==> src/rtl/core/qsud_pkg.sv <==
`timescale 1ns / 1ps

package qsud_pkg;

    localparam logic [7:0] ESCAPE_RESET = 8'd17;
    localparam logic [7:0] CH_DQUOTE    = 8'h22;
    localparam logic [7:0] CH_SQUOTE    = 8'h27;
    localparam logic [7:0] CH_NUL       = 8'h00;
    localparam logic [7:0] CH_ZERO      = 8'h30;
    localparam logic [7:0] CH_NINE      = 8'h39;
    localparam logic [1:0] DIGIT_BYTES  = 2'd3;

    typedef struct packed {
        logic [7:0] in_byte;
        logic       first_byte;
    } in_t;

    typedef struct packed {
        logic [7:0] out_byte;
        logic       end_of_string;
    } out_t;

    function automatic logic [7:0] control_map(input logic [7:0] b);
        logic [7:0] r;
        case (b)
            8'h62, 8'h42: r = 8'h08;
            8'h6E, 8'h4E: r = 8'h0A;
            8'h72, 8'h52: r = 8'h0D;
            8'h74, 8'h54: r = 8'h09;
            8'h76, 8'h56: r = 8'h0B;
            8'h45:        r = 8'h1B;
            8'h46:        r = 8'h0C;
            default:      r = b;
        endcase
        return r;
    endfunction

endpackage

==> src/rtl/core/qsud_decoder.sv <==
`timescale 1ns / 1ps

module qsud_decoder
    import qsud_pkg::*;
(
    input  logic       clk,
    input  logic       rst_n,
    input  logic       step,
    input  in_t        item,
    input  logic [7:0] escape_code,
    output logic       emit,
    output out_t       result
);

    typedef enum logic [2:0] {
        PH_IDLE   = 3'd0,
        PH_QUOTED = 3'd1,
        PH_ESC    = 3'd2,
        PH_DIGITS = 3'd3,
        PH_PLAIN  = 3'd4
    } phase_t;

    phase_t     phase_reg, phase_next;
    logic       dquote_reg, dquote_next;
    logic [1:0] digits_reg, digits_next;
    logic [7:0] octal_reg, octal_next;

    logic [7:0] b;
    logic       is_digit;
    logic [7:0] digit_val;
    logic [7:0] quote;
    logic [7:0] octal_acc;
    logic [1:0] digits_dec;

    assign b          = item.in_byte;
    assign is_digit   = (b >= CH_ZERO) && (b <= CH_NINE);
    assign digit_val  = b - CH_ZERO;
    assign quote      = dquote_reg ? CH_DQUOTE : CH_SQUOTE;
    assign octal_acc  = is_digit ? ({octal_reg[4:0], 3'b000} + digit_val) : octal_reg;
    assign digits_dec = digits_reg - 2'd1;

    always_comb
    begin
        phase_next  = phase_reg;
        dquote_next = dquote_reg;
        digits_next = digits_reg;
        octal_next  = octal_reg;
        emit        = 1'b0;
        result      = '{out_byte: CH_NUL, end_of_string: 1'b0};
        if (item.first_byte)
        begin
            digits_next = 2'd0;
            octal_next  = 8'd0;
            if (b == CH_DQUOTE || b == CH_SQUOTE)
            begin
                dquote_next = (b == CH_DQUOTE);
                phase_next  = PH_QUOTED;
            end
            else if (b == CH_NUL)
            begin
                phase_next = PH_IDLE;
                emit       = 1'b1;
                result     = '{out_byte: CH_NUL, end_of_string: 1'b1};
            end
            else
            begin
                phase_next = PH_PLAIN;
                emit       = 1'b1;
                result     = '{out_byte: b, end_of_string: 1'b0};
            end
        end
        else
        begin
            case (phase_reg)
                PH_PLAIN:
                begin
                    emit   = 1'b1;
                    result = '{out_byte: b, end_of_string: (b == CH_NUL)};
                    if (b == CH_NUL)
                    begin
                        phase_next  = PH_IDLE;
                        digits_next = 2'd0;
                        octal_next  = 8'd0;
                    end
                end
                PH_QUOTED:
                begin
                    if (b == CH_NUL || b == quote)
                    begin
                        phase_next  = PH_IDLE;
                        digits_next = 2'd0;
                        octal_next  = 8'd0;
                        emit        = 1'b1;
                        result      = '{out_byte: CH_NUL, end_of_string: 1'b1};
                    end
                    else if (b == escape_code)
                    begin
                        phase_next = PH_ESC;
                    end
                    else
                    begin
                        emit   = 1'b1;
                        result = '{out_byte: b, end_of_string: 1'b0};
                    end
                end
                PH_ESC:
                begin
                    if (b == CH_NUL)
                    begin
                        phase_next  = PH_IDLE;
                        digits_next = 2'd0;
                        octal_next  = 8'd0;
                        emit        = 1'b1;
                        result      = '{out_byte: CH_NUL, end_of_string: 1'b1};
                    end
                    else if (is_digit)
                    begin
                        octal_next  = digit_val;
                        digits_next = DIGIT_BYTES - 2'd1;
                        phase_next  = PH_DIGITS;
                    end
                    else
                    begin
                        phase_next = PH_QUOTED;
                        emit       = 1'b1;
                        result     = '{out_byte: control_map(b), end_of_string: 1'b0};
                    end
                end
                PH_DIGITS:
                begin
                    if (b == CH_NUL)
                    begin
                        phase_next  = PH_IDLE;
                        digits_next = 2'd0;
                        octal_next  = 8'd0;
                        emit        = 1'b1;
                        result      = '{out_byte: CH_NUL, end_of_string: 1'b1};
                    end
                    else
                    begin
                        octal_next  = octal_acc;
                        digits_next = digits_dec;
                        if (digits_dec == 2'd0)
                        begin
                            phase_next = PH_QUOTED;
                            emit       = 1'b1;
                            result     = '{out_byte: octal_acc, end_of_string: 1'b0};
                        end
                    end
                end
                default:
                begin
                    emit = 1'b0;
                end
            endcase
        end
    end

    always_ff @(posedge clk or negedge rst_n)
    begin
        if (!rst_n)
        begin
            phase_reg  <= PH_IDLE;
            dquote_reg <= 1'b0;
            digits_reg <= 2'd0;
            octal_reg  <= 8'd0;
        end
        else if (step)
        begin
            phase_reg  <= phase_next;
            dquote_reg <= dquote_next;
            digits_reg <= digits_next;
            octal_reg  <= octal_next;
        end
    end

endmodule

==> src/rtl/core/quoted_string_unquote_decoder_top.sv <==
`timescale 1ns / 1ps

// quoted-string unquote decoder
// in channel: in_valid / in_ready carry one source byte per item, with
//   first_byte set on the first byte of each string
// out channel: out_valid / out_ready carry one decoded byte per item;
//   end_of_string marks the closing terminator
// cfg channel: cfg_valid / cfg_ready write the escape code (cfg_ready is always
//   high); the user writes only while the block is idle; this is not enforced
// path: an accepted item that gives a result goes through the input register,
//   then the result register, before it shows on out_valid
// throughput: one item per cycle while out_ready does not hold the result
//   register, set by the state update in the decoder between the two registers
// an item that gives no result (opening quote, escape lead-in, digit bytes
//   before the last, bytes after the end) just leaves the result register empty
// stall: while out_valid waits for out_ready, the input register holds and
//   in_ready stays high until it is full
// reset: escape code returns to 17, the decoder goes idle and both
//   registers empty

module quoted_string_unquote_decoder_top
    import qsud_pkg::*;
(
    input  logic       clk,
    input  logic       rst_n,
    input  logic       in_valid,
    output logic       in_ready,
    input  in_t        in_item,
    output logic       out_valid,
    input  logic       out_ready,
    output out_t       out_item,
    input  logic       cfg_valid,
    output logic       cfg_ready,
    input  logic [7:0] cfg_data
);

    logic [7:0] escape_reg;
    logic       s1_valid_reg;
    in_t        s1_item_reg;
    logic       out_valid_reg;
    out_t       out_item_reg;

    logic       s1_step;
    logic       dec_emit;
    out_t       dec_result;

    assign cfg_ready = 1'b1;
    assign s1_step   = s1_valid_reg && (!out_valid_reg || out_ready);
    assign in_ready  = !s1_valid_reg || s1_step;
    assign out_valid = out_valid_reg;
    assign out_item  = out_item_reg;

    qsud_decoder u_decoder (
        .clk         (clk),
        .rst_n       (rst_n),
        .step        (s1_step),
        .item        (s1_item_reg),
        .escape_code (escape_reg),
        .emit        (dec_emit),
        .result      (dec_result)
    );

    always_ff @(posedge clk or negedge rst_n)
    begin
        if (!rst_n)
        begin
            escape_reg    <= ESCAPE_RESET;
            s1_valid_reg  <= 1'b0;
            out_valid_reg <= 1'b0;
        end
        else
        begin
            if (cfg_valid)
            begin
                escape_reg <= cfg_data;
            end
            if (in_ready)
            begin
                s1_valid_reg <= in_valid;
            end
            if (s1_step)
            begin
                out_valid_reg <= dec_emit;
            end
            else if (out_ready)
            begin
                out_valid_reg <= 1'b0;
            end
        end
    end

    always_ff @(posedge clk)
    begin
        if (in_valid && in_ready)
        begin
            s1_item_reg <= in_item;
        end
        if (s1_step && dec_emit)
        begin
            out_item_reg <= dec_result;
        end
    end

endmodule

==> config.mk <==
export PLATFORM = sky130hd
export DESIGN_NAME = quoted_string_unquote_decoder_top
export DESIGN_NICKNAME = d
export VERILOG_FILES = /design/src/rtl/core/qsud_pkg.sv /design/src/rtl/core/qsud_decoder.sv /design/src/rtl/core/quoted_string_unquote_decoder_top.sv
export SDC_FILE = /design/constraint.sdc
export NUM_CORES = 1
export LEC_CHECK = 0
export BUFFER_PORTS_ARGS = -buffer_cell sky130_fd_sc_hd__buf_4
export CORE_MARGIN = 3
export CORE_UTILIZATION = 36
export DETAILED_ROUTE_END_ITERATION = 7
export PLACE_DENSITY = 0.51
export SYNTH_ARGS = -nofsm -noshare
export SYNTH_HDL_FRONTEND = slang
export SYNTH_SLANG_ARGS = --single-unit
==> constraint.sdc <==
create_clock -name clk -period 3.25 [get_ports clk]
set_clock_uncertainty 0.1 [all_clocks]
set_input_delay 0.975 -clock clk [delete_from_list [all_inputs] [get_ports clk]]
set_output_delay 0.975 -clock clk [all_outputs]
set_load 0.05 [all_outputs]
### Yosys cells after proc, flatten, opt, wreduce, memory -nomap -nowiden

Index checks and enable logic that the tools add are counted.

* register bits: 42
* output and inout port bits: 12
* word-level logic and storage cells: 112

* add/subtract/negate cells: 3
* magnitude comparators: 2
* eq/ne operators: 25
* multiplexer cells: 49
* reduce and logical (&&, ||, !) cells: 22

Operator list (number)
* equality test 8 x 7 -> 1 bit (second input constant): 12
* two-way mux 9 bit: 9
* two-way mux 8 bit: 7
* case mux 8 bit (7 select lines): 1
* case mux 9 bit (4 select lines): 1
* case mux 8 bit (4 select lines): 1
* two-way mux 3 bit: 10
* equality test 8 x 6 -> 1 bit (second input constant): 2
* equality test 8 bit: 2
* two-way mux 2 bit: 7
* inequality test 4 x 2 -> 1 bit (second input constant): 3
* case mux 3 bit (4 select lines): 1
* two-way mux 1 bit: 10
* AND reduction 5 bit: 2
* OR reduction 2 bit: 5
* adder 8 bit: 1
* >= comparator 8 x 6 -> 1 bit (second input constant): 1
* <= comparator 8 x 6 -> 1 bit (second input constant): 1
* zero test 8 bit: 1
* case mux 2 bit (4 select lines): 1
* subtractor 8 x 6 -> 8 bit (second input constant): 1
* equality test 3 x 2 -> 1 bit (second input constant): 2
* inequality test 3 x 2 -> 1 bit (second input constant): 2
* nonzero test 5 bit: 1
* other kinds (10): 17

### Longest topological paths before layout

Gate-level depths: netlist (run 1).

* word-level depth: 7
* mapped depth: 9
* gate-level depth less buffers: 9

### Modules after synthesis

From an unflattened synthesis (run 1), not the netlist that was laid out.

* cell total of the unflattened synthesis: 292
* area total of the unflattened synthesis: 2834.0 µm²

By module, submodules not included
* qsud_decoder: instances 1, cells an instance 245, area each 1851.8 µm²
* quoted_string_unquote_decoder_top: instances 1, cells an instance 47, area each 982.2 µm²

### Least setup slack after synthesis (run 1)

Ideal clock, no wire load.

* path kind: flip-flop to flip-flop
* start point: register s1_item_reg[5] in the netlist's numbering
* end point: register out_item_reg, in the netlist out_item[0], enable pin
* library setup time: 393 ps
* data arrival time: 2406 ps
* path slack: 351 ps
* cell stages (with the launch flop): 8
* period minus slack after synthesis: 2899 ps
* path through: edfxtp_1 -> inv_1 -> ha_1 -> nor3b_2 -> nand2_1 -> o21ai_0 -> a2111oi_0 -> a221oi_1

* longest elaborated chain between the ends: 7
* elaborated cells on any way between the ends: 19
* those cells by class: order compare: 2; eq/ne: 4; mux: 8; reduce/logical: 5

RTL lines
* start, declared: line quoted_string_unquote_decoder_top.sv:39 `in_t s1_item_reg;`
* start signal, assigned: line quoted_string_unquote_decoder_top.sv:96 `s1_item_reg <= in_item;`
* >= comparator 8 x 6 -> 1 bit / <= comparator 8 x 6 -> 1 bit (equally long branches): line qsud_decoder.sv:36 `assign is_digit = (b >= CH_ZERO) && (b <= CH_NINE);`
* logical AND 1 bit: line qsud_decoder.sv:36
* two-way mux 1 bit: line qsud_decoder.sv:116 `else if (is_digit)`
* two-way mux 1 bit: line qsud_decoder.sv:108 `if (b == CH_NUL)`
* case mux 1 bit (4 select lines): line qsud_decoder.sv:74 `case (phase_reg)`
* two-way mux 1 bit *: line qsud_decoder.sv:50 `if (item.first_byte)`
* logical AND 1 bit *: line quoted_string_unquote_decoder_top.sv:98 `if (s1_step && dec_emit)`
* end signal, assigned: line quoted_string_unquote_decoder_top.sv:100 `out_item_reg <= dec_result;`
* end, declared: line quoted_string_unquote_decoder_top.sv:41 `out_t out_item_reg;`

Mark *: on every way between the ends. The rest lies on a longest branch, timed or not.
A chain may end at the register's enable or synchronous reset.

### Worst setup path in the final report (run 1)

* start point: register s1_item_reg[6] in the netlist's numbering
* end point: register u_decoder.digits_reg[0]

* longest elaborated chain between the ends: 4
* elaborated cells on any way between the ends: 14
* those cells by class: order compare: 2; eq/ne: 4; mux: 4; reduce/logical: 4

RTL lines
* >= comparator 8 x 6 -> 1 bit (tied with other cells): line qsud_decoder.sv:36
* logical AND 1 bit (tied with other cells): line qsud_decoder.sv:36
* inequality test 4 x 2 -> 1 bit (no source line) (tied with other cells)
* AND reduction 5 bit (no source line) / two-way mux 2 bit (equally long branches)
* end signal, assigned: line qsud_decoder.sv:172 `digits_reg <= digits_next;`
* end, declared: line qsud_decoder.sv:25 `logic [1:0] digits_reg, digits_next;`

Several ways; a longest one is shown, not always the timed one.

==> run_results.csv, run 1 <==
group,metric,value,unit
status,status,"complete, no violations",
cts,cts.sinks,42,
setup_path,worstSetupPathType,"flop to flop",
setup_path,cp_data_arrival_time,2.89,ns
final_layout,multi_input_area,0.00156,mm2
final_layout,syn2layout_area_growth,13.3,%
sta,setup_viol,0,
pwr,p_leak,1.27,nW
final_layout,register_area,0.00114,mm2
cts,h-tree-depth,2,
yosys,netlist_area,0.00286,mm2
sta,report.final.hold_viol_count,0,
final_layout,nets,342,
cts,path_clk_slew,0.08,ns
global_route,grt_use_total,16.9,%
yosys,avgSynthCellArea,10.2,um2
setup_path,cp.required,3.34,ns
sta,finalSetupTns,0,ns
yosys,synth-async-reset-ratio,57.1,%
pwr,p_int,0.901,mW
pwr,p_clk_share,24.3,%
global_route,grt_max_degree,25,
pwr,switchingPower,0.463,mW
setup_path,cp-start-kind,"flop",
final_layout,num_antenna_cells,0,
pwr,swShare,33.9,%
global_route,antenna_found_initial,0,
pwr,ir_worst_vdd,0.155,mV
setup_path,r2r_end,"u_decoder.digits_reg[0]",
global_route,grt_first_pass_wirelength,11.6,mm
setup_path,path_max_fanout,13,
setup_path,crit_slowest_cell,"a211oi_1",
floorplan,dieArea,0.00906,mm2
yosys,synth_enable_flop_cells,18,
place,gp_congestion,0.826,
sta,finalMaxSlewViolations,0,
worst_hold_path,holdCritPathClass,"flop to flop",
yosys,ys_seq_area_share,39.9,%
setup_path,startpoint,"s1_item_reg[6]",
floorplan,pin_count,34,
drt,routed-via-count,2246,
drt,drc,0,
cts,root_buffer,"clkbuf_8",
global_route,busiest_layer,"met2",
pwr,powerDensity,421,mW/mm2
cts,cts_max_path_buffers,2,
floorplan,core,0.00749,mm2
yosys,synthFlopType,"dfrtp_1",
sta,rsz0062_at_grt,"false",
drt,drtIter0Drc,192,
final_layout,design_area,0.00324,mm2
floorplan,die_h,95.2,um
sta,relSlewSlack,53.5,%
floorplan,start_util,38.3,%
global_route,grt_pass1_vias,2160,
pwr,seq_power_share,48.7,%
global_route,grt.met2_usage,25.2,%
sta,fmax,357,MHz
yosys,ys_seq_elements,42,
global_route,grt_overflow,0,
cts,clk_latency,0.30,ns
setup_path,r2r_setup_slack,0.45,ns
yosys,synth_cell_types,66,
place,hpwl,5.44,mm
drt,vias_per_cell,5.48,
place,io_buffers,32,
setup_path,critPathMaxStageDelay,0.60,ns
drt,ant_nets,0,
cts,cts_tree,"yes",
floorplan,die_w,95.2,um
drt,routed_wirelength,7.24,mm
sta,worst_pin_slew,0.698,ns
cts,cts_setup_buffers,0,
yosys,syn-num-nets,313,
global_route,met3_usage,3.47,%
yosys,netlist_instances,281,
yosys,yosysWarnings,0,
final_layout,final_cell_mix,"39 x buf_4, 34 x nand2_1, 22 x dfrtp_1",
cts,cts_resized,0,
sta,fin_crit,2.80,ns
setup_path,r2r_cells,8,
setup_path,crit_chain,"inv_1, ha_1, nor3b_2, a211oi_1, a22oi_1, o21ai_2, nor3_1, a21o_1",
drt,first_pass_iters,4,
cts,cts_inserted_buffers,5,
pwr,power_frac_comb,27.0,%
floorplan,rows,31,
setup_path,crit_path_end,"u_decoder.digits_reg[0]",
global_route,use_met1,24.1,%
setup_path,critPathCaptureType,"flop",
final_layout,n_fill_cell,713,
cts,ctsHoldBuffers,0,
setup_path,worstReg2RegStart,"s1_item_reg[6]",
job,maxCapViolations,0,
final_layout,final_common_cell,"buf_4",
drt,routedWlPerCell,17.7,um
final_layout,drive_above_1_share,24.4,%
place,dpl_cell_area,0.00316,mm2
sta,holdWs,0.384,ns
sta,period_share,86.2,%
area by class of cell:
type | count | share of cell area [%]
Sequential cell | 42 | 35.2
Multi-Input combinational cell | 211 | 48.0
Clock buffer | 5 | 2.12
Clock inverter | 3 | 0.501
Inverter | 11 | 1.27
Tap cell | 99 | 3.82
Timing Repair Buffer | 39 | 9.02
cell families (layout without fill, tap and decap cells):
family	count (synthesis)	after routing	share of synthesized area, %
xor gates and xnor gates	15	15	5.07
and+or+nand+nor	89	89	17.0
muxes	18	18	7.08
adders and majority gates	10	10	4.63
buffers and inverters	28	58	5.68
DFF	42	42	39.9
other	1	1	0.131
AOI/OAI and AO/OA	78	78	20.5
synthesized netlist by cell type, drive strengths merged (5+ instances only):
master / number / share of area (%)
a21oi: 7 / 1.2
buf: 12 / 3.6
clkbuf: 5 / 0.66
dfrtp: 22 / 19
edfxtp: 18 / 19
ha: 9 / 3.9
inv: 11 / 1.4
mux2: 12 / 5.0
mux2i: 6 / 2.1
nand2: 34 / 4.5
nand3: 5 / 0.87
nor2: 16 / 2.5
nor2b: 6 / 1.3
nor3b: 6 / 2.1
o2111ai: 5 / 1.5
o211ai: 6 / 1.9
o21ai: 18 / 3.4
o22ai: 5 / 1.1
xnor2: 13 / 4.0
power by group through the flow:
stage / registers [mW] / logic [mW] / clock network [mW]
6_report: 0.665 / 0.368 / 0.332
5_1_grt: 0.672 / 0.399 / 0.373
4_1_cts: 0.665 / 0.369 / 0.353
3_5_place_dp: 0.676 / 0.368 / 0
3_3_place_gp: 0.676 / 0.368 / 0
2_1_floorplan: 0.724 / 0.208 / 0
stage by stage:
stage	instances	power, mW	setup slack, ns	util [%]
floorplan	281	0.932	0.351	-
global placement	402	1.04	0.631	42.2
detailed placement	402	1.04	0.512	42.2
CTS	410	1.39	0.497	43.3
global route	410	1.44	0.188	43.3
finish	410	1.36	0.448	43.3
metal layers:
metal | up-vias | routed length (um)
met5 | - | 0
met4 | 0 | 140
met3 | 14 | 390
met2 | 78 | 3140
met1 | 1065 | 3570
li1 | 1089 | -
how the worst min path moves through the flow:
stage / to / slack [ns] / cells after the start / from
5_1_grt: u_decoder.octal_reg[6] / 0.41 / 1 / u_decoder.octal_reg[6]
4_1_cts: u_decoder.octal_reg[7] / 0.39 / 1 / u_decoder.octal_reg[7]
6_report: u_decoder.octal_reg[7] / 0.38 / 1 / u_decoder.octal_reg[7]
3_5_place_dp: u_decoder.octal_reg[7] / 0.37 / 1 / u_decoder.octal_reg[7]
2_1_floorplan: u_decoder.octal_reg[5] / 0.35 / 2 / u_decoder.octal_reg[5]
3_3_place_gp: u_decoder.octal_reg[7] / 0.37 / 1 / u_decoder.octal_reg[7]
critical path: cells and delay by family (launching register included):
family | cells | cell delay, ns
buffers and inverters | 1 | 0.11
and+or+nand+nor | 2 | 0.31
AOI/OAI and AO/OA | 4 | 1.41
adders and majority gates | 1 | 0.26
DFF | 1 | 0.52
No activity file was read; power rests on OpenSTA's default activity.
==> inputs of run 2 (changes only) <==
--- a/config.mk
+++ b/config.mk
@@ -9,7 +9,6 @@
 export CORE_MARGIN = 3
 export CORE_UTILIZATION = 36
 export DETAILED_ROUTE_END_ITERATION = 7
-export PLACE_DENSITY = 0.51
 export SYNTH_ARGS = -nofsm -noshare
 export SYNTH_HDL_FRONTEND = slang
 export SYNTH_SLANG_ARGS = --single-unit
==> run_results.csv, run 2 (synthesized netlist as in run 1, its figures left out) <==
group,metric,value,unit
global_route,grt_max_degree,25,
setup_path,startpoint,"s1_item_reg[5]",
drt,routed_wirelength,6.96,mm
sta,worst_pin_slew,0.675,ns
final_layout,syn2layout_area_growth,14.1,%
drt,drtIter0Drc,199,
final_layout,num_antenna_cells,0,
final_layout,fin_util,43.7,%
pwr,seq_power_share,46.0,%
sta,fin_crit,2.89,ns
cts,cts_resized,0,
place,gp_congestion,0.874,
place,io_buffers,32,
pwr,ir_worst_vdd,0.183,mV
cts,ctsHoldBuffers,0,
drt,vias_per_cell,5.61,
status,status,"complete, no violations",
worst_hold_path,holdCritPathClass,"flop to flop",
setup_path,path_max_fanout,13,
sta,report.final.hold_viol_count,0,
place,dpl_cell_area,0.00316,mm2
pwr,p_int,0.980,mW
floorplan,core,0.00749,mm2
floorplan,start_util,38.3,%
pwr,powerDensity,441,mW/mm2
pwr,power_frac_comb,25.6,%
drt,routed-via-count,2300,
final_layout,drive_above_1_share,24.8,%
cts,cts.sinks,42,
pwr,total_power,1.44,mW
setup_path,r2r_setup_slack,0.36,ns
final_layout,final_common_cell,"buf_4",
floorplan,rows,31,
floorplan,dieArea,0.00906,mm2
global_route,grt_pass1_vias,2330,
global_route,grt_overflow,0,
sta,setup_viol,0,
setup_path,worstSetupPathType,"flop to flop",
cts,h-tree-depth,2,
pwr,p_leak,1.29,nW
global_route,grt_first_pass_wirelength,11.5,mm
cts,cts_setup_buffers,0,
cts,path_clk_slew,0.08,ns
final_layout,design_area,0.00327,mm2
sta,period_share,89.0,%
drt,ant_nets,0,
setup_path,cp_data_arrival_time,2.98,ns
setup_path,cp-start-kind,"flop",
cts,clk_latency,0.29,ns
pwr,p_clk_share,28.4,%
final_layout,final_cell_mix,"39 x buf_4, 34 x nand2_1, 22 x dfrtp_1",
setup_path,worstReg2RegStart,"s1_item_reg[5]",
setup_path,cp.required,3.34,ns
sta,finalSetupTns,0,ns
cts,cts_inserted_buffers,5,
drt,routedWlPerCell,17.0,um
drt,first_pass_iters,4,
floorplan,die_w,95.2,um
floorplan,pin_count,34,
pwr,switchingPower,0.462,mW
setup_path,r2r_end,"u_decoder.digits_reg[0]",
setup_path,r2r_cells,8,
place,hpwl,5.29,mm
cts,cts_max_path_buffers,2,
drt,drc,0,
cts,cts_tree,"yes",
sta,fmax,346,MHz
final_layout,nets,342,
sta,finalMaxSlewViolations,0,
setup_path,crit_path_end,"u_decoder.digits_reg[0]",
global_route,antenna_found_initial,0,
pwr,swShare,32.0,%
floorplan,die_h,95.2,um
job,maxCapViolations,0,
sta,rsz0062_at_grt,"false",
cts,root_buffer,"clkbuf_8",
sta,relSlewSlack,55.0,%
setup_path,critPathCaptureType,"flop",
final_layout,n_fill_cell,714,
global_route,grt_use_total,16.5,%
## run 2: metrics by stage
step	hold WS (ns)	worst slack [ns]	instances
6_report	0.393	0.358	410
5_1_grt	0.418	0.00710	410
4_1_cts	0.395	0.387	410
3_5_place_dp	0.376	0.402	402
3_3_place_gp	0.370	0.512	402
2_1_floorplan	0.348	0.351	281
## run 2: layout make-up
type,instances,area [um2],area share (%)
Clock buffer,5,68.8,2.11
Tap cell,99,124,3.79
Sequential cell,42,1140,35.0
Clock inverter,3,40.0,1.23
Inverter,11,41.3,1.26
Multi-Input combinational cell,211,1560,47.7
Timing Repair Buffer,39,293,8.96
## run 2: power groups by stage
stage               sequential [mW]  clock (mW)  combinational (mW)
floorplan                     0.724           0               0.208
global placement              0.675           0               0.367
detailed placement            0.675           0               0.367
CTS                           0.663       0.421               0.369
global route                  0.670       0.441               0.403
finish                        0.663       0.409               0.369
## run 2: worst min path at each step
stage	from	endpoint	slack [ns]	depth (start not counted)
2_1_floorplan	u_decoder.octal_reg[5]	u_decoder.octal_reg[5]	0.35	2
3_3_place_gp	u_decoder.octal_reg[5]	u_decoder.octal_reg[5]	0.37	2
3_5_place_dp	u_decoder.octal_reg[6]	u_decoder.octal_reg[6]	0.38	1
4_1_cts	u_decoder.octal_reg[6]	u_decoder.octal_reg[6]	0.40	1
5_1_grt	u_decoder.octal_reg[7]	u_decoder.octal_reg[7]	0.42	1
6_report	u_decoder.octal_reg[6]	u_decoder.octal_reg[6]	0.39	1
## run 2: routing by layer
| layer | routed length, um | GRT usage (%) | vias to the layer above |
|---|---|---|---|
| li1 | - | - | 1089 |
| met1 | 3140 | 23.3 | 1104 |
| met2 | 3170 | 24.8 | 90 |
| met3 | 411 | 2.45 | 17 |
| met4 | 242 | 7.93 | 0 |
| met5 | 0 | 0 | - |
## run 2: critical path, cell delays in order (launching register included)
cell      delay [ns]
edfxtp_1        0.57
inv_1           0.14
ha_1            0.29
nor3b_2         0.21
a211oi_1        0.55
a22oi_1         0.18
o21ai_2         0.47
nor3_1          0.11
a21o_1          0.17
